### src/sdpsd_pkg.sv
`timescale 1ns / 1ps
// ----------------------------------------------------------------------------
// sdpsd_pkg: shared types and constants
// Widths, configuration register codes and item types shared by the step/dir
// decoder modules.
// ----------------------------------------------------------------------------
package sdpsd_pkg;

  localparam int COUNT_WIDTH        = 48;
  localparam int RESULT_QUEUE_DEPTH = 4;

  localparam int OUT_W      = 48;
  localparam int RATE_W     = 40;
  localparam int SPM_W      = 32;
  localparam int CFG_IDX_W  = 2;
  localparam int CFG_DATA_W = RATE_W;

  // Common width for truncating or zero-extending counters to result width.
  localparam int WIDE_W = (COUNT_WIDTH > OUT_W) ? COUNT_WIDTH : OUT_W;
  // Dividend width: covers rate * 25600 (55 bits) and |pos| * 25600 + spm/2.
  localparam int DIV_W  = (COUNT_WIDTH + 16 > 55) ? COUNT_WIDTH + 16 : 55;

  // Configuration register indexes
  localparam logic [CFG_IDX_W-1:0] CFG_SAMPLE_RATE = 2'd0;
  localparam logic [CFG_IDX_W-1:0] CFG_UNIT_MM     = 2'd1;
  localparam logic [CFG_IDX_W-1:0] CFG_STEPS_PER_MM = 2'd2;

  localparam logic [RATE_W-1:0] RATE_RESET  = 40'd1000000;
  localparam logic [SPM_W-1:0]  SPM_DEFAULT = 32'd25600;   // 100.0 in q8
  localparam logic [SPM_W-1:0]  SCALE_STEPS = 32'd256;     // 1.0 in q8

  typedef logic [COUNT_WIDTH-1:0] cnt_t;
  typedef logic [OUT_W-1:0]       out_t;

  typedef struct packed {
    logic [RATE_W-1:0] sample_rate_hz;
    logic              unit_mm;
    logic [SPM_W-1:0]  steps_per_mm_q8;
  } cfg_t;

  // One pending result, as captured at a rising step edge.
  typedef struct packed {
    cnt_t start_sample;
    cnt_t end_sample;
    cnt_t position;
  } edge_t;

  // Truncate or zero-extend a counter value to the result width.
  function automatic out_t fit_out(cnt_t x);
    logic [WIDE_W-1:0] w;
    w = WIDE_W'(x);
    return w[OUT_W-1:0];
  endfunction

endpackage

### src/sdpsd_front.sv
`timescale 1ns / 1ps
// ----------------------------------------------------------------------------
// sdpsd_front: sample counter and edge classifier
// Counts pin samples, detects rising step edges, tracks position and pushes
// one entry per reportable edge into the result queue.
// ----------------------------------------------------------------------------
module sdpsd_front (
  input  logic               clk_i,
  input  logic               rst_ni,
  input  sdpsd_pkg::cfg_t    cfg_i,
  input  logic               in_valid_i,
  output logic               in_ready_o,
  input  logic               step_level_i,
  input  logic               dir_level_i,
  input  logic               q_full_i,
  output logic               push_o,
  output sdpsd_pkg::edge_t   push_data_o
);
  import sdpsd_pkg::*;

  cnt_t sample_count_q, sample_count_d;
  cnt_t last_edge_q, last_edge_d;
  cnt_t position_q, position_d;
  logic last_step_q, last_step_d;
  logic edge_seen_q, edge_seen_d;
  logic accept, rising;

  assign in_ready_o = !q_full_i;
  assign accept     = in_valid_i && in_ready_o;
  assign rising     = step_level_i && !last_step_q;

  assign push_o = accept && rising && edge_seen_q && (cfg_i.sample_rate_hz != '0);
  assign push_data_o = '{start_sample: last_edge_q,
                         end_sample:   sample_count_q,
                         position:     position_q};

  always_comb begin
    sample_count_d = sample_count_q;
    last_edge_d    = last_edge_q;
    position_d     = position_q;
    last_step_d    = last_step_q;
    edge_seen_d    = edge_seen_q;
    if (accept) begin
      sample_count_d = sample_count_q + cnt_t'(1);
      last_step_d    = step_level_i;
      if (rising) begin
        position_d  = dir_level_i ? position_q + cnt_t'(1) : position_q - cnt_t'(1);
        last_edge_d = sample_count_q;
        edge_seen_d = 1'b1;
      end
    end
  end

  always_ff @(posedge clk_i or negedge rst_ni) begin
    if (!rst_ni) begin
      sample_count_q <= '0;
      last_edge_q    <= '0;
      position_q     <= '0;
      last_step_q    <= 1'b1;  // high pin in the first sample is no edge
      edge_seen_q    <= 1'b0;
    end else begin
      sample_count_q <= sample_count_d;
      last_edge_q    <= last_edge_d;
      position_q     <= position_d;
      last_step_q    <= last_step_d;
      edge_seen_q    <= edge_seen_d;
    end
  end

endmodule

### config.mk
export PLATFORM = sky130hd
export DESIGN_NAME = sdpsd_front
export DESIGN_NICKNAME = d
export VERILOG_FILES = /design/src/sdpsd_pkg.sv /design/src/sdpsd_front.sv
export SDC_FILE = /design/constraint.sdc
export NUM_CORES = 1
export LEC_CHECK = 0
export BUFFER_PORTS_ARGS = -buffer_cell sky130_fd_sc_hd__buf_2
export CAP_MARGIN = 25
export CORE_UTILIZATION = 49
export DETAILED_ROUTE_END_ITERATION = 12
export GPL_TIMING_DRIVEN = 1
export PLACE_DENSITY_LB_ADDON = 0.25
export SLEW_MARGIN = 30
export SYNTH_ARGS = -nofsm -noshare
export SYNTH_HDL_FRONTEND = slang
export SYNTH_SLANG_ARGS = --single-unit
### constraint.sdc
create_clock -name clk_i -period 2.8 [get_ports clk_i]
set_clock_uncertainty 0.15 [all_clocks]
set_input_delay 0.28 -clock clk_i [delete_from_list [all_inputs] [get_ports clk_i]]
set_output_delay 0.28 -clock clk_i [all_outputs]
set_load 0.005 [all_outputs]
**Yosys cells after proc, flatten, opt, wreduce, memory -nomap -nowiden**

Index checks and enable logic that the tools add are counted.

- Bits in registers: 146
- Bits in latches: 0
- RAM bits: 0
- Bits in read-only memories: 0
- Input port bits: 79
- Output and inout port bits: 146
- Word-level logic and storage cells: 18
- Memories: 0

- Add/subtract/negate cells: 3
- Multiply operators: 0
- Divide/modulo/power cells: 0
- $lt $le $gt $ge: 0
- Eq/ne operators: 0
- Shifts and indexed selects: 0
- Mux-type cells: 1
- Bitwise gates (word level): 0
- Reductions and logical operators: 9

Operators with widths:

| operator | number |
|---|---|
| $add 48x1->48 const B | 2 |
| $mux 48 | 1 |
| $sub 48x1->48 const B | 1 |
| $reduce_bool 40->1 | 1 |
| $logic_and 1x1->1 | 5 |
| $logic_not 1->1 | 2 |
| $reduce_and 2->1 | 1 |

**Logic depth before layout (Yosys ltp)**

- Word-level depth: 5
- Mapped depth: 12

**Least setup slack after synthesis**

No wires, ideal clock.

- Kind: input -> register
- Start point: in dir_level_i
- End point: reg position_q[40]
- Setup time: 120 ps
- Arrival time: 3255 ps
- Data required time: 2530 ps
- Path slack: -725 ps
- Stages: 10
- Cell sequence: inv_1 ha_1 and3_4 nor2b_4 a311oi_4 a31oi_1 nor3_2 nor3_1 or3_1 a31o_1

- Word-level cells in the longest chain between the ends: 1

Ends and longest elaborated chain:

| what | line | text |
|---|---|---|
| start, declared | sdpsd_front.sv:14 | `input logic dir_level_i,` |
| $mux 48 | sdpsd_front.sv:47 | `position_d = dir_level_i ? position_q + cnt_t'(1) : position_q - cnt_t'(1);` |
| end signal, assigned | sdpsd_front.sv:64 | `position_q <= position_d;` |
| end, declared | sdpsd_front.sv:23 | `cnt_t position_q, position_d;` |

Every way passes these cells.
A chain may end at the register's enable or synchronous reset.

**Worst setup path in the final report**

- Start point: reg position_q[17]
- End point: reg position_q[27]

- Word-level cells in the longest chain between the ends: 2
- Elaborated cells between the ends (all ways): 3
- Classes of those cells: add/sub: 2; mux: 1

Ends and longest elaborated chain:

| what | line |
|---|---|
| $sub 48x1->48 or $add 48x1->48 (tied branches) | sdpsd_front.sv:47 |
| $mux 48 (*) | sdpsd_front.sv:47 |

Every way passes the cells marked *; elsewhere a longest branch is shown, timed or not.

==> summary.md <==
| Metric | Value |
|---|---|
| RSZ-0062 raised after global routing | yes |
| First-pass GRT wire length | slightly below 40000 microns |
| Final Cycle Share | a little over nine tenths |
| Max Cap Violations | 0 |
| Worst setup SP type | flop |
| Pin count of the biggest net entering global routing | between 70 and 80 |
| GRT overflow | 0 |
| Post-route cell area | ~12000 sq um |
| TritonCTS Buffers | 17 |
| Min-Delay Path Class | primary input to flop |
| Vias per cell | approximately 5.4 |
| PwrDens | between 900 and 1000 nW/um^2 |
| Initial antenna violation count | 4 |
| Pins Over Slew Limit | 0 |
| Clk buf depth | 2 |
| Critical Path Fanout Max | 6 |
| CTS Sinks | 146 |
| Static Leak | around 6 nW |
| Synthesized-area fraction occupied by adder cells | between 7 and 8% |
| Syn nets | 1106 |
| Worst setup EP type | flop |
| Worst slew pin tran | 0.5606 ns |
| ANT nets after route | 0 |
| Min Clock Period, post-route | 2.726 ns |
| DP Cell Count | 1513 |
| DRC Markers | 0 |
| Post-synthesis register bit count | around 150 |
| CP Cell Sequence | ha_4 > nand3_1 > or4_1 > a21oi_1 > nor2b_1 > o31a_1 > or3_1 > a31oi_1 |
| Num ports | roughly 230 |
| Synth Instances | about 980 |
| Core Footprint | between 15000 and 20000 sq um |
| Vias | 8368 |
| EDFF count, synth | 0 |
| GRT Total Usage | between 20% and 30% |
| Largest family of logic cells by synthesized area | simple AND/OR/NAND/NOR gates |
| Crit path arrival time | around 3 ns |
| RePlAce Congestion | 0.9191 |
| Final std cells w/o fill | 1558 |
| Post-Synth Simple-Gate Area | 23.01% |
| Number of hold violations in the final report | 0 |
| Post-Synth XOR/XNOR Area | 8.744% |
| Synthesis-to-layout area growth | 37.85% |
| Async SR Flop Fraction | 100.0% |
| Most used DFF post-synth | dfrtp_1 |
| Compound-Gate Fraction of Synth Area | 15.37% |
| Dpl cell area | 10960 sq um |
| HPWL after DPL | 18190 microns |
| Worst stage delay on the critical path | ~0.5 ns |
| Routed wire length | between 20000 and 25000 microns |
| Crit path max-delay family | simple AND/OR/NAND/NOR gates |
| Worst EP required | 3.00 ns |
| Fmax | roughly 0.37 GHz |
| Final #Nets | around 1400 |
| Setup Viol. Count Final | 0 |
| H-Tree Depth | 4 |
| CTS Root Cell | clkbuf_16 |
| Portion of netlist area occupied by mux cells | less than 1% |
| Rows | between 40 and 50 |
| CP Class | flop to flop |
| Vias in the first global route | 8116 |
| Worst path slowest cell | or4_1 |
| Hold WS | roughly 0.23 ns |
| Worst VDD drop | between 0.5 and 0.6 mV |
| Post-Syn Area per Cell | 8.799 sq um |
| Worst-path clk slew | 0.07 ns |
| CTS tree | built |
| Initial Util | between 40% and 50% |
| Setup tns final | 0 ns |
| IO buf count | ~190 |
| Synthesized cell area | approximately 8600 sq um |
| Fill count | roughly 1400 |
| Die height | between 100 and 150 microns |
| Post-synth cell types | a little over 70 |
| Outcome | completed |
| Seq/Total Area, Yosys | 42.43% |
| Slew HR | 62.62% |
| Ys Warns | 0 |
| Layout cells sized above 1 | 33.78% |
| Die width | approximately 130 microns |
| WL/cell | ~16 microns |
| DRT Pass-1 Iters | 5 |
| Die area | between 15000 and 20000 sq um |
| Clk Latency, worst-skew pair | ~0.42 ns |
| Starting DRT DRC Count | 473 |
| Worst path bufs/invs | 0 |
-- timing repair --
item	CTS	global route
hold endpoints to repair	57	0
setup buffers	1	7
hold buffers	2	0
gates resized for setup	2	40
pin swaps	3	10
setup endpoints to repair	7	28
-- layout make-up --
class | instances | area (sq um) | share of cell area (%)
tap | 225 | 281.5 | 2.371
sequential | 146 | 3655 | 30.78
timing repair buffer | 358 | 2271 | 19.12
antenna | 4 | 10.01 | 0.08429
clock buffer | 18 | 429.2 | 3.614
clock inverter | 14 | 166.4 | 1.401
multi-input combinational | 774 | 4987 | 42.00
inverter | 19 | 75.07 | 0.6322
-- through the flow --
step                power [mW]  setup WS [ns]  utilization (%)
global route             12.44       -0.03762            68.90
finish                   11.59        0.07422            68.90
detailed placement       8.843        -0.3511            63.58
global placement         8.725        -0.2950            63.58
CTS                      11.25       -0.05314            67.25
floorplan                6.155        -0.4358                -
-- logic make-up after synthesis --
group	after synthesis
AO/OA/AOI/OAI	208
XOR/XNOR	86
adder cells (fa/ha/maj)	48
buffers and inverters	59
flip-flops	146
multiplexers	6
AND/OR/NAND/NOR	426
-- worst reg2reg max path, stage by stage (launching register included) --
cell and delay (ns):
dfrtp_1 0.45, ha_4 0.33, nand3_1 0.10, or4_1 0.51, a21oi_1 0.22, nor2b_1 0.10, o31a_1 0.27, or3_1 0.36
a31oi_1 0.17
-- cells in the mapped netlist (all sizes together) (8+ instances only) --
| cell type | count | share of area, % |
|---|---|---|
| nand3 | 38 | 2.2 |
| nor4 | 15 | 1.2 |
| nor3 | 21 | 1.6 |
| a31oi | 9 | 0.73 |
| a21o | 18 | 1.6 |
| o21ai | 74 | 4.3 |
| xor2 | 26 | 2.6 |
| and3 | 8 | 0.64 |
| nand2 | 246 | 11 |
| inv | 19 | 0.83 |
| clkbuf | 27 | 1.2 |
| nand4 | 32 | 2.6 |
| nor2 | 37 | 1.6 |
| a21oi | 57 | 3.4 |
| o21bai | 12 | 1.0 |
| ha | 47 | 6.8 |
| xnor2 | 60 | 6.1 |
| buf | 13 | 0.65 |
| dfrtp | 145 | 42 |
-- power breakdown --
group | switching (mW) | internal [mW] | leakage, nW
sequential | 0.430 | 2.52 | 1.92
combinational | 3.12 | 3.18 | 3.86
clock | 0.996 | 1.34 | 0.283
-- final timing paths --
path	depth (start not counted)	to	slack [ns]	start
max	8	position_q[27]	0.07	position_q[17]
min	4	sample_count_q[0]	0.23	q_full_i
max reg2reg	8	position_q[27]	0.07	position_q[17]
min reg2reg	2	last_edge_q[29]	0.32	last_edge_q[29]
max in group asynchronous	3	last_step_q	1.53	rst_ni
min in group asynchronous	2	last_edge_q[36]	0.25	rst_ni
-- layer usage --
metal	GRT usage [%]	vias up	wire, microns
met1	35.76	3959	10680
met5	0	-	0
met4	9.426	0	673
met3	4.242	49	1167
met2	45.91	249	11880
li1	-	4111	-
-- sequential cells by signal, summed over array words and instances, names as in the netlist --
register and count:
last_edge_q 48, position_q 48, sample_count_q 48, edge_seen_q 1, last_step_q 1
-- cells in the final DEF, fill, tap and decap left out, types with 26 or more instances in the layout --
cell and instances:
xor2_1 26, xnor2_1 60, nor2_1 36, nand3_1 38, o21ai_0 54, buf_4 161
nand4_1 30, dfrtp_1 145, nand2_1 245, ha_1 37, a21oi_1 48, buf_2 190
(Power assumes the default switching activity.)
