`config.mk`:
```
export PLATFORM = sky130hd
export DESIGN_NAME = sdpsd_queue
export DESIGN_NICKNAME = d
export VERILOG_FILES = /design/src/sdpsd_pkg.sv /design/src/sdpsd_queue.sv
export SDC_FILE = /design/constraint.sdc
export NUM_CORES = 1
export LEC_CHECK = 0
export ABC_CLOCK_PERIOD_IN_PS = 4300
export BUFFER_PORTS_ARGS = -buffer_cell sky130_fd_sc_hd__buf_2
export CAP_MARGIN = 0
export CORE_ASPECT_RATIO = 0.7
export CORE_UTILIZATION = 45
export CTS_BUF_LIST = sky130_fd_sc_hd__clkbuf_16
export CTS_CLUSTER_SIZE = 16
export DETAILED_ROUTE_END_ITERATION = 7
export GPL_TIMING_DRIVEN = 0
export PLACE_DENSITY = 0.76
export SLEW_MARGIN = 10
export SYNTH_ARGS = -nofsm -noshare
export SYNTH_HDL_FRONTEND = slang
export SYNTH_SLANG_ARGS = --single-unit
```
`constraint.sdc`:
```
create_clock -name clk_i -period 4.3 [get_ports clk_i]
set_input_delay 0 -clock clk_i [delete_from_list [all_inputs] [get_ports clk_i]]
set_output_delay 0 -clock clk_i [all_outputs]
set_load 0.05 [all_outputs]
```
`src/sdpsd_pkg.sv`:
```
`timescale 1ns / 1ps
// ----------------------------------------------------------------------------
// sdpsd_pkg: shared types and constants
// Widths, configuration register codes and item types shared by the step/dir
// decoder modules.
// ----------------------------------------------------------------------------
package sdpsd_pkg;

  localparam int COUNT_WIDTH        = 48;
  localparam int RESULT_QUEUE_DEPTH = 4;

  localparam int OUT_W      = 48;
  localparam int RATE_W     = 40;
  localparam int SPM_W      = 32;
  localparam int CFG_IDX_W  = 2;
  localparam int CFG_DATA_W = RATE_W;

  // Common width for truncating or zero-extending counters to result width.
  localparam int WIDE_W = (COUNT_WIDTH > OUT_W) ? COUNT_WIDTH : OUT_W;
  // Dividend width: covers rate * 25600 (55 bits) and |pos| * 25600 + spm/2.
  localparam int DIV_W  = (COUNT_WIDTH + 16 > 55) ? COUNT_WIDTH + 16 : 55;

  // Configuration register indexes
  localparam logic [CFG_IDX_W-1:0] CFG_SAMPLE_RATE = 2'd0;
  localparam logic [CFG_IDX_W-1:0] CFG_UNIT_MM     = 2'd1;
  localparam logic [CFG_IDX_W-1:0] CFG_STEPS_PER_MM = 2'd2;

  localparam logic [RATE_W-1:0] RATE_RESET  = 40'd1000000;
  localparam logic [SPM_W-1:0]  SPM_DEFAULT = 32'd25600;   // 100.0 in q8
  localparam logic [SPM_W-1:0]  SCALE_STEPS = 32'd256;     // 1.0 in q8

  typedef logic [COUNT_WIDTH-1:0] cnt_t;
  typedef logic [OUT_W-1:0]       out_t;

  typedef struct packed {
    logic [RATE_W-1:0] sample_rate_hz;
    logic              unit_mm;
    logic [SPM_W-1:0]  steps_per_mm_q8;
  } cfg_t;

  // One pending result, as captured at a rising step edge.
  typedef struct packed {
    cnt_t start_sample;
    cnt_t end_sample;
    cnt_t position;
  } edge_t;

  // Truncate or zero-extend a counter value to the result width.
  function automatic out_t fit_out(cnt_t x);
    logic [WIDE_W-1:0] w;
    w = WIDE_W'(x);
    return w[OUT_W-1:0];
  endfunction

endpackage

```
`src/sdpsd_queue.sv`:
```
`timescale 1ns / 1ps
// ----------------------------------------------------------------------------
// sdpsd_queue: edge result queue
// Small FIFO of captured edges between the classifier and the divider unit.
// ----------------------------------------------------------------------------
module sdpsd_queue (
  input  logic             clk_i,
  input  logic             rst_ni,
  input  logic             push_i,
  input  sdpsd_pkg::edge_t push_data_i,
  output logic             full_o,
  output logic             pop_valid_o,
  input  logic             pop_i,
  output sdpsd_pkg::edge_t pop_data_o
);
  import sdpsd_pkg::*;

  localparam int PTR_W = (RESULT_QUEUE_DEPTH > 1) ? $clog2(RESULT_QUEUE_DEPTH) : 1;
  localparam int FILL_W = $clog2(RESULT_QUEUE_DEPTH + 1);
  localparam logic [PTR_W-1:0]  PTR_LAST = PTR_W'(RESULT_QUEUE_DEPTH - 1);
  localparam logic [FILL_W-1:0] FILL_MAX = FILL_W'(RESULT_QUEUE_DEPTH);

  edge_t             entry_q [RESULT_QUEUE_DEPTH];
  logic [PTR_W-1:0]  wr_ptr_q, wr_ptr_d;
  logic [PTR_W-1:0]  rd_ptr_q, rd_ptr_d;
  logic [FILL_W-1:0] fill_q, fill_d;
  logic              do_push, do_pop;

  assign full_o      = (fill_q == FILL_MAX);
  assign pop_valid_o = (fill_q != '0);
  assign pop_data_o  = entry_q[rd_ptr_q];
  assign do_push     = push_i && !full_o;
  assign do_pop      = pop_i && pop_valid_o;

  always_comb begin
    wr_ptr_d = wr_ptr_q;
    rd_ptr_d = rd_ptr_q;
    fill_d   = fill_q;
    if (do_push) begin
      wr_ptr_d = (wr_ptr_q == PTR_LAST) ? '0 : wr_ptr_q + PTR_W'(1);
    end
    if (do_pop) begin
      rd_ptr_d = (rd_ptr_q == PTR_LAST) ? '0 : rd_ptr_q + PTR_W'(1);
    end
    case ({do_push, do_pop})
      2'b10:   fill_d = fill_q + FILL_W'(1);
      2'b01:   fill_d = fill_q - FILL_W'(1);
      default: fill_d = fill_q;
    endcase
  end

  always_ff @(posedge clk_i or negedge rst_ni) begin
    if (!rst_ni) begin
      wr_ptr_q <= '0;
      rd_ptr_q <= '0;
      fill_q   <= '0;
    end else begin
      wr_ptr_q <= wr_ptr_d;
      rd_ptr_q <= rd_ptr_d;
      fill_q   <= fill_d;
    end
  end

  always_ff @(posedge clk_i) begin
    if (do_push) begin
      entry_q[wr_ptr_q] <= push_data_i;
    end
  end

endmodule

```
After elaboration in Yosys (flattened, before gate mapping)
Memory sizes are Yosys's and may differ from the RTL's.
Cells that the tools add are included.
W data, S select, Z words.
{"block": "op_classes", "order_cmp": 0, "n_addsub": 4, "n_bitwise": 0, "n_shift": 0, "div": 0, "mul": 0, "eq_ne": 5, "n_reduce_logical": 5, "n_mux": 5}
{"operator": "$eq A2 B2 Y1 const B", "count": 3}
{"operator": "$pmux W3 S2", "count": 1}
{"operator": "$add A2 B1 Y2 const B", "count": 2}
{"operator": "$mux W2", "count": 2}
{"operator": "$add A3 B1 Y3 const B", "count": 1}
{"operator": "$eq A3 B3 Y1 const B", "count": 1}
{"operator": "$reduce_bool A3 Y1", "count": 1}
{"operator": "$sub A3 B1 Y3 const B", "count": 1}
{"operator": "$eq A2 B1 Y1 const B", "count": 1}
{"operator": "$logic_and A1 B1 Y1", "count": 2}
{"operator": "$mux W1", "count": 2}
{"operator": "$reduce_bool A2 Y1", "count": 1}
{"operator": "$logic_not A1 Y1", "count": 1}
{"block": "word_totals", "rom_bits": 0, "mem_count": 1, "regBits": 7, "latch_bits": 0, "ramBits": 576, "output_inout_bits": 146}
{"memory": "entry_q", "words": 4, "width": 144, "rd": 1, "rd_clocked_by_memory_dff": 0, "write_ports": 1, "line": "sdpsd_queue.sv:23", "text": "edge_t entry_q [RESULT_QUEUE_DEPTH];"}

Depth between registers and ports, before layout
Gate-level depths: netlist (run 1).
{"block": "depth", "ltp_word": 5, "mapped_depth": 9}

Worst setup path after synthesis (run 1)
No wires, ideal clock.
{"block": "synth_timing", "path_type": "reg2reg", "from": "register fill_q[2]", "to": "memory entry_q[1][0] (netlist name), enable pin", "setup_slack_ns": -0.611, "n_path_buf": 0, "stages_incl_launch_ff": 4, "setup_ns": 0.521, "arrival_time_ns": 4.390, "path_cell_list": "dfrtp_1 nor3b_1 nor2b_1 and2_1"}
{"block": "synth_via", "elab_chain_cells": 5}
{"element": "start, declared", "line": "sdpsd_queue.sv:26", "text": "logic [FILL_W-1:0] fill_q, fill_d;"}
{"element": "start signal, assigned", "line": "sdpsd_queue.sv:60", "text": "fill_q <= fill_d;"}
{"element": "$eq A3 B3 Y1", "line": "sdpsd_queue.sv:29", "text": "assign full_o = (fill_q == FILL_MAX);"}
{"element": "net full_o", "line": "sdpsd_queue.sv:11", "text": "output logic full_o,"}
{"element": "$logic_not A1 Y1", "line": "sdpsd_queue.sv:32", "text": "assign do_push = push_i && !full_o;"}
{"element": "$logic_and A1 B1 Y1", "line": "sdpsd_queue.sv:32"}
{"element": "$mux W1", "line": "sdpsd_queue.sv:65", "text": "if (do_push) begin"}
{"element": "$mux W1 (not written as such)", "line": "sdpsd_queue.sv:66", "text": "entry_q[wr_ptr_q] <= push_data_i;"}
{"element": "end, declared", "line": "sdpsd_queue.sv:23"}
The timed path passes the listed nets, and every way through them passes these cells.

==> results.toml, run 1 <==
[cells_and_area]
fin_nets = 1457
final-seq-area_um2 = 17500
fill_cells = 3298
syn_to_final_growth_pct = 27.1
multi_input_area_um2 = 3490
layoutNonFillerInstCount = 1961
drive_gt1_share_pct = 41.6

[grt]
grt_pass1_vias = 11100
grt_max_degree = 51
antenna_found_initial = 5
gr-total-overflow = 0
grt_first_pass_wirelength_um = 63600
grtUsageTotal_pct = 17.8

[route]
drt_iter0_markers = 689
num_vias = 10100
drcViolationCount = 0
wl_um = 42600
viasPerCell = 5.17
dr.pass1.iters = 5
ant_nets = 0
wire_per_inst_um = 21.7

[critical_path]
slowest_stage = "mux4_2"
r2r_setup_slack_ps = 1760
cp_common_cell = "buf_2"
reg2reg_from = "fill_q[2]"
cp.arrival_ps = 2600
crit_family = "buffers and inverters"
endpoint = "pop_data_o[102]"
required_ps = 4300
criticalPathCategory = "flop to output port"
r2r_cells = 4
worstSetupStartpoint = "rd_ptr_q[1]"
startpoint_type = "flop"
crit_buf_inv = 4
crit_chain = "buf_2 -> buf_2 -> buf_2 -> mux4_2 -> buf_2"
cp_max_fo = 10
crit_path_end_kind = "output port"
max_stage_delay_ps = 370
reg2reg_to = "entry_q[0][66]"
cp.depth = 5

[timing]
timing.fmax_mhz = 385
min_period_ps = 2600
setup_viol = 0
hold_viol = 0
slew_viol_final = 0
finClkSkew_ps = 12.2
tightest_slew_ps = 821
relSlewSlack_pct = 45.3
tns_ps = 0
period_share_pct = 60.4
rsz0062_at_grt = "false"

[floorplan]
die_w_um = 261
core_um2 = 46500
dieHeight_um = 184
initial_core_util_pct = 45.6
die-area_um2 = 48000
rows = 66
io_pins = 294

[place]
place_congestion = 0.704
place_inst = 1708
numPortBuffers = 293
dpl.hpwl_um = 26100

[synthesis]
async_reset_ff_share_pct = 1.20
synth_common_cells = "edfxtp_1 (576), mux4_2 (144), buf_2 (12), buf_4 (9)"
netlist_area_um2 = 21200
synth_fp_nets = 947
synth_top_cell_area_share_pct = 81.6
synth_cells = 792
ys_ff_latch = 583
yosysMostFrequentCell = "edfxtp_1"
yosysUniqueCellTypes = 21
synth_edf_count = 576
ys_seq_area_share_pct = 82.4
synth_warnings = 0
yosysTopAreaCell = "edfxtp_1"
synth_area_per_cell_um2 = 26.8
ys.flop_type = "edfxtp_1"
synth_area_leaders = "edfxtp_1 (82%), mux4_2 (15%), dfrtp_1 (0.83%)"

[pwr]
powerDensity_nw_per_um2 = 766
ir_drop_mv = 0.445
leakage_nw = 9.34

[clock_tree]
clk_pin_slew_ps = 60
cts.sinks = 583
post_cts_resized = 0
clk_latency_ps = 590
postCtsSetupRepairBufs = 0
cts_hold_buffers = 148
cts.path.max_buffers = 3
numCtsBuffers = 56
cts_tree = "done"
cts_root_buf = "clkbuf_16"
htreeDepth = 2

[status]
outcome = "finished clean"

[job]
cap_violations = 0

[min_path]
hold_class = "primary input to flop"
==> worst min-delay path by stage <==
| stage | from | to | slack, ps | cells after the start |
|---|---|---|---|---|
| floorplan | rst_ni | fill_q[0] | -300 | 0 |
| global placement | rst_ni | fill_q[2] | -160 | 1 |
| detailed placement | rst_ni | fill_q[2] | -150 | 1 |
| CTS | push_data_i[111] | entry_q[2][111] | 110 | 2 |
| global route | push_data_i[118] | entry_q[0][118] | 130 | 2 |
| finish | push_data_i[5] | entry_q[0][5] | 150 | 2 |
==> cells by family (layout without fill, tap and decap cells) <==
kind of cell / Yosys count / count (layout) / share of synthesized area, %
xor+xnor: 3 / 3 / 0.124
fa+ha+maj: 7 / 7 / 0.449
buf+inv: 39 / 592 / 1.17
flops: 583 / 583 / 82.4
mux: 149 / 149 / 15.6
other cells: 0 / 4 / 0
simple gates: 11 / 11 / 0.283
==> cell usage in the layout, fill, tap and decap left out, drive strengths merged, types with 2 or more instances in the layout <==
master | Yosys | routed
clkinv | 0 | 23
buf | 31 | 335
mux2 | 4 | 4
mux4 | 144 | 144
diode | 0 | 4
xor2 | 2 | 2
bufinv | 0 | 3
ha | 6 | 6
clkbuf | 1 | 58
inv | 7 | 23
and2 | 4 | 4
edfxtp | 576 | 576
dlygate4sd3 | 0 | 148
dfrtp | 7 | 7
clkinvlp | 0 | 2
nor2 | 3 | 3
==> cell type report <==
type / count / area share, %
Buffer: 32 / 0.822
Inverter: 7 / 0.0976
Sequential cell: 583 / 64.9
Antenna cell: 4 / 0.0372
Multi-Input combinational cell: 170 / 13.0
Clock buffer: 57 / 5.30
Clock inverter: 44 / 1.07
Tap cell: 612 / 2.84
Timing Repair Buffer: 452 / 12.0
==> through the flow <==
| step | utilization, % | power (mW) | setup slack [ps] | cell area (um^2) | hold WS, ps |
|---|---|---|---|---|---|
| floorplan | - | 14.0 | 772 | 21200 | -296 |
| global placement | 50.4 | 16.0 | -328 | 23400 | -157 |
| detailed placement | 51.0 | 16.1 | 1750 | 23700 | -151 |
| CTS | 57.9 | 20.9 | 1570 | 26900 | 107 |
| global route | 57.9 | 21.4 | 1530 | 26900 | 133 |
| finish | 57.9 | 20.6 | 1700 | 26900 | 151 |
==> flip-flops by register name, summed over array words and instances (netlist names) <==
signal / count
entry_q: 576
fill_q: 3
wr_ptr_q: 2
rd_ptr_q: 2
==> report_power, final <==
group / leakage [nW] / switching, mW / total, mW / internal [mW]
sequential: 5.36 / 0.233 / 7.72 / 7.49
clock: 0.890 / 2.03 / 4.61 / 2.58
combinational: 3.09 / 5.76 / 8.29 / 2.53
total: 9.34 / 8.02 / 20.6 / 12.6
==> worst register-to-register path, stage by stage, from the launching register on <==
cell and delay, ps:
dfrtp_1 390, nor3b_1 160, nor2b_1 430, and2_4 790
buf_16 380
==> layer usage <==
layer	GRT usage, %	vias to the layer above	routed length [um]
li1	-	4464	-
met1	22.9	5318	17400
met2	30.3	292	22100
met3	3.86	59	2310
met4	5.44	0	822
met5	0	-	0
(Power assumes the default switching activity.)
==> run 2: changes to the inputs <==
--- a/config.mk
+++ b/config.mk
@@ -5,7 +5,7 @@
 export SDC_FILE = /design/constraint.sdc
 export NUM_CORES = 1
 export LEC_CHECK = 0
-export ABC_CLOCK_PERIOD_IN_PS = 4300
+export ABC_CLOCK_PERIOD_IN_PS = 2600
 export BUFFER_PORTS_ARGS = -buffer_cell sky130_fd_sc_hd__buf_2
 export CAP_MARGIN = 0
 export CORE_ASPECT_RATIO = 0.7
@@ -14,7 +14,7 @@
 export CTS_CLUSTER_SIZE = 16
 export DETAILED_ROUTE_END_ITERATION = 7
 export GPL_TIMING_DRIVEN = 0
-export PLACE_DENSITY = 0.76
+export PLACE_DENSITY = 0.74
 export SLEW_MARGIN = 10
 export SYNTH_ARGS = -nofsm -noshare
 export SYNTH_HDL_FRONTEND = slang
==> constraint.sdc (replaced) <==
create_clock -name clk_i -period 2.6 [get_ports clk_i]
set_input_delay 0 -clock clk_i [delete_from_list [all_inputs] [get_ports clk_i]]
set_output_delay 0 -clock clk_i [all_outputs]
set_load 0.05 [all_outputs]
==> results.toml, run 2 (synthesis gave the netlist of run 1 again) <==
[timing]
worst_slack_ps = 188
period_share_pct = 92.8
hold_viol = 0
tightest_slew_ps = 735
min_period_ps = 2410
slew_viol_final = 0
rsz0062_at_grt = "false"
tns_ps = 0
finClkSkew_ps = 17.9
timing.fmax_mhz = 415
setup_viol = 0
relSlewSlack_pct = 51.0

[clock_tree]
cts_root_buf = "clkbuf_16"
clk_latency_ps = 570
clk_pin_slew_ps = 70
cts.path.max_buffers = 3
cts.sinks = 583
htreeDepth = 2
cts_tree = "done"
numCtsBuffers = 54

[route]
drcViolationCount = 0
viasPerCell = 5.18
drt_iter0_markers = 582
wl_met1_um = 17900
highest_layer = "met4"
wl_um = 43100
num_vias = 10100
dr_wl_met3_um = 2290
ant_nets = 0
wl_met2_um = 22200
wire_per_inst_um = 22.0
dr.pass1.iters = 4

[pwr]
p_total_mw = 34.1
p_int_mw = 20.9
p_sw_mw = 13.2
ir_drop_mv = 0.983
pwr-share-seq_pct = 37.4
leakage_nw = 9.35
swShare_pct = 38.8
clockPowerShare_pct = 21.9
comb_power_share_pct = 40.6
powerDensity_nw_per_um2 = 1260

[floorplan]
rows = 66
die_w_um = 261
die-area_um2 = 48000
dieHeight_um = 184
core_um2 = 46500
io_pins = 294
initial_core_util_pct = 45.6

[grt]
gr-total-overflow = 0
antenna_found_initial = 2
grtUsageTotal_pct = 17.8
grt_pass1_vias = 10900
grt_max_degree = 53
grt_first_pass_wirelength_um = 63600

[cells_and_area]
largest_register_ffs = 576
reg_top3 = "entry_q (576), fill_q (3)"
final_cell_area_um2 = 26900
drive_gt1_share_pct = 41.7
fill_cells = 3350
fin_nets = 1457
final_common_cell = "edfxtp_1"
regMostFlops = "entry_q"
syn_to_final_growth_pct = 27.1
most-common-layout-cells = "edfxtp_1 (576), buf_2 (302), dlygate4sd3_1 (148)"

[job]
cap_violations = 0

[critical_path]
startpoint_type = "flop"
r2r_cells = 5
required_ps = 2600
reg2reg_to = "entry_q[2][64]"
criticalPathCategory = "flop to output port"
r2r_setup_slack_ps = 300
cp_max_fo = 10
reg2reg_from = "fill_q[2]"
crit_path_end_kind = "output port"
worstSetupStartpoint = "rd_ptr_q[1]"
endpoint = "pop_data_o[87]"
cp.arrival_ps = 2410

[place]
dp_slack_ps = 97.1
place_congestion = 0.716
dpl.hpwl_um = 25800
numPortBuffers = 293
place_area_um2 = 23800

[min_path]
hold_class = "primary input to flop"
hp-start = "push_data_i[39]"

[status]
outcome = "finished clean"
==> run 2: what timing repair did <==
action | 4_1_cts | 5_1_grt
buffers inserted | 0 | 0
hold buffers | 148 | 0
hold endpoints to repair | 588 | 0
gates cloned | 0 | 1
pin swaps | 0 | 1
setup endpoints to repair | 64 | 37
gates resized for setup | 4 | 1
==> run 2: final cells by class <==
type                    count  area [um^2]  area share (%)
flip-flops and latches    583        17500            64.8
multi-input cells         171         3500            13.0
repair buffers            453         3270            12.1
clock buffers              57         1430            5.29
well taps                 612          766            2.84
clock inverters            39          249           0.924
plain buffers              32          230           0.854
inverters                   7         26.3          0.0975
diodes                      2         5.00          0.0186
==> run 2: how the worst min path moves through the flow <==
stage,slack (ps),end,depth (start not counted)
after detailed placement,-150,wr_ptr_q[1],1
after global placement,-160,wr_ptr_q[1],1
final,180,entry_q[1][39],2
after CTS,140,entry_q[3][10],2
after global routing,160,entry_q[2][121],2
after floorplan,-300,fill_q[0],0
==> run 2: worst max-delay path, stage by stage, from the launching register on <==
cell and delay [ps]:
dfrtp_1 360, buf_4 230, buf_1 590, mux4_2 420, buf_2 230
==> run 2: power by group through the flow <==
| stage | combinational [mW] | clock [mW] | sequential (mW) |
|---|---|---|---|
| floorplan | 10.3 | 0 | 13.0 |
| global placement | 13.4 | 0 | 13.1 |
| detailed placement | 13.8 | 0 | 13.0 |
| CTS | 14.0 | 7.66 | 12.8 |
| global route | 14.5 | 8.00 | 12.9 |
| finish | 13.8 | 7.48 | 12.8 |
==> run 2: metal layers <==
| metal | up-vias | track usage [%] |
|---|---|---|
| li1 | 4462 | - |
| met5 | - | 0 |
| met3 | 58 | 3.92 |
| met4 | 0 | 4.30 |
| met2 | 251 | 30.1 |
| met1 | 5368 | 23.5 |
==> run 2: stage by stage <==
stage,hold slack [ps],cells,util (%)
4_1_cts,135,1953,57.9
6_report,177,1956,58.0
3_5_place_dp,-146,1709,51.1
3_3_place_gp,-157,1697,50.4
5_1_grt,161,1956,58.0
2_1_floorplan,-296,792,-
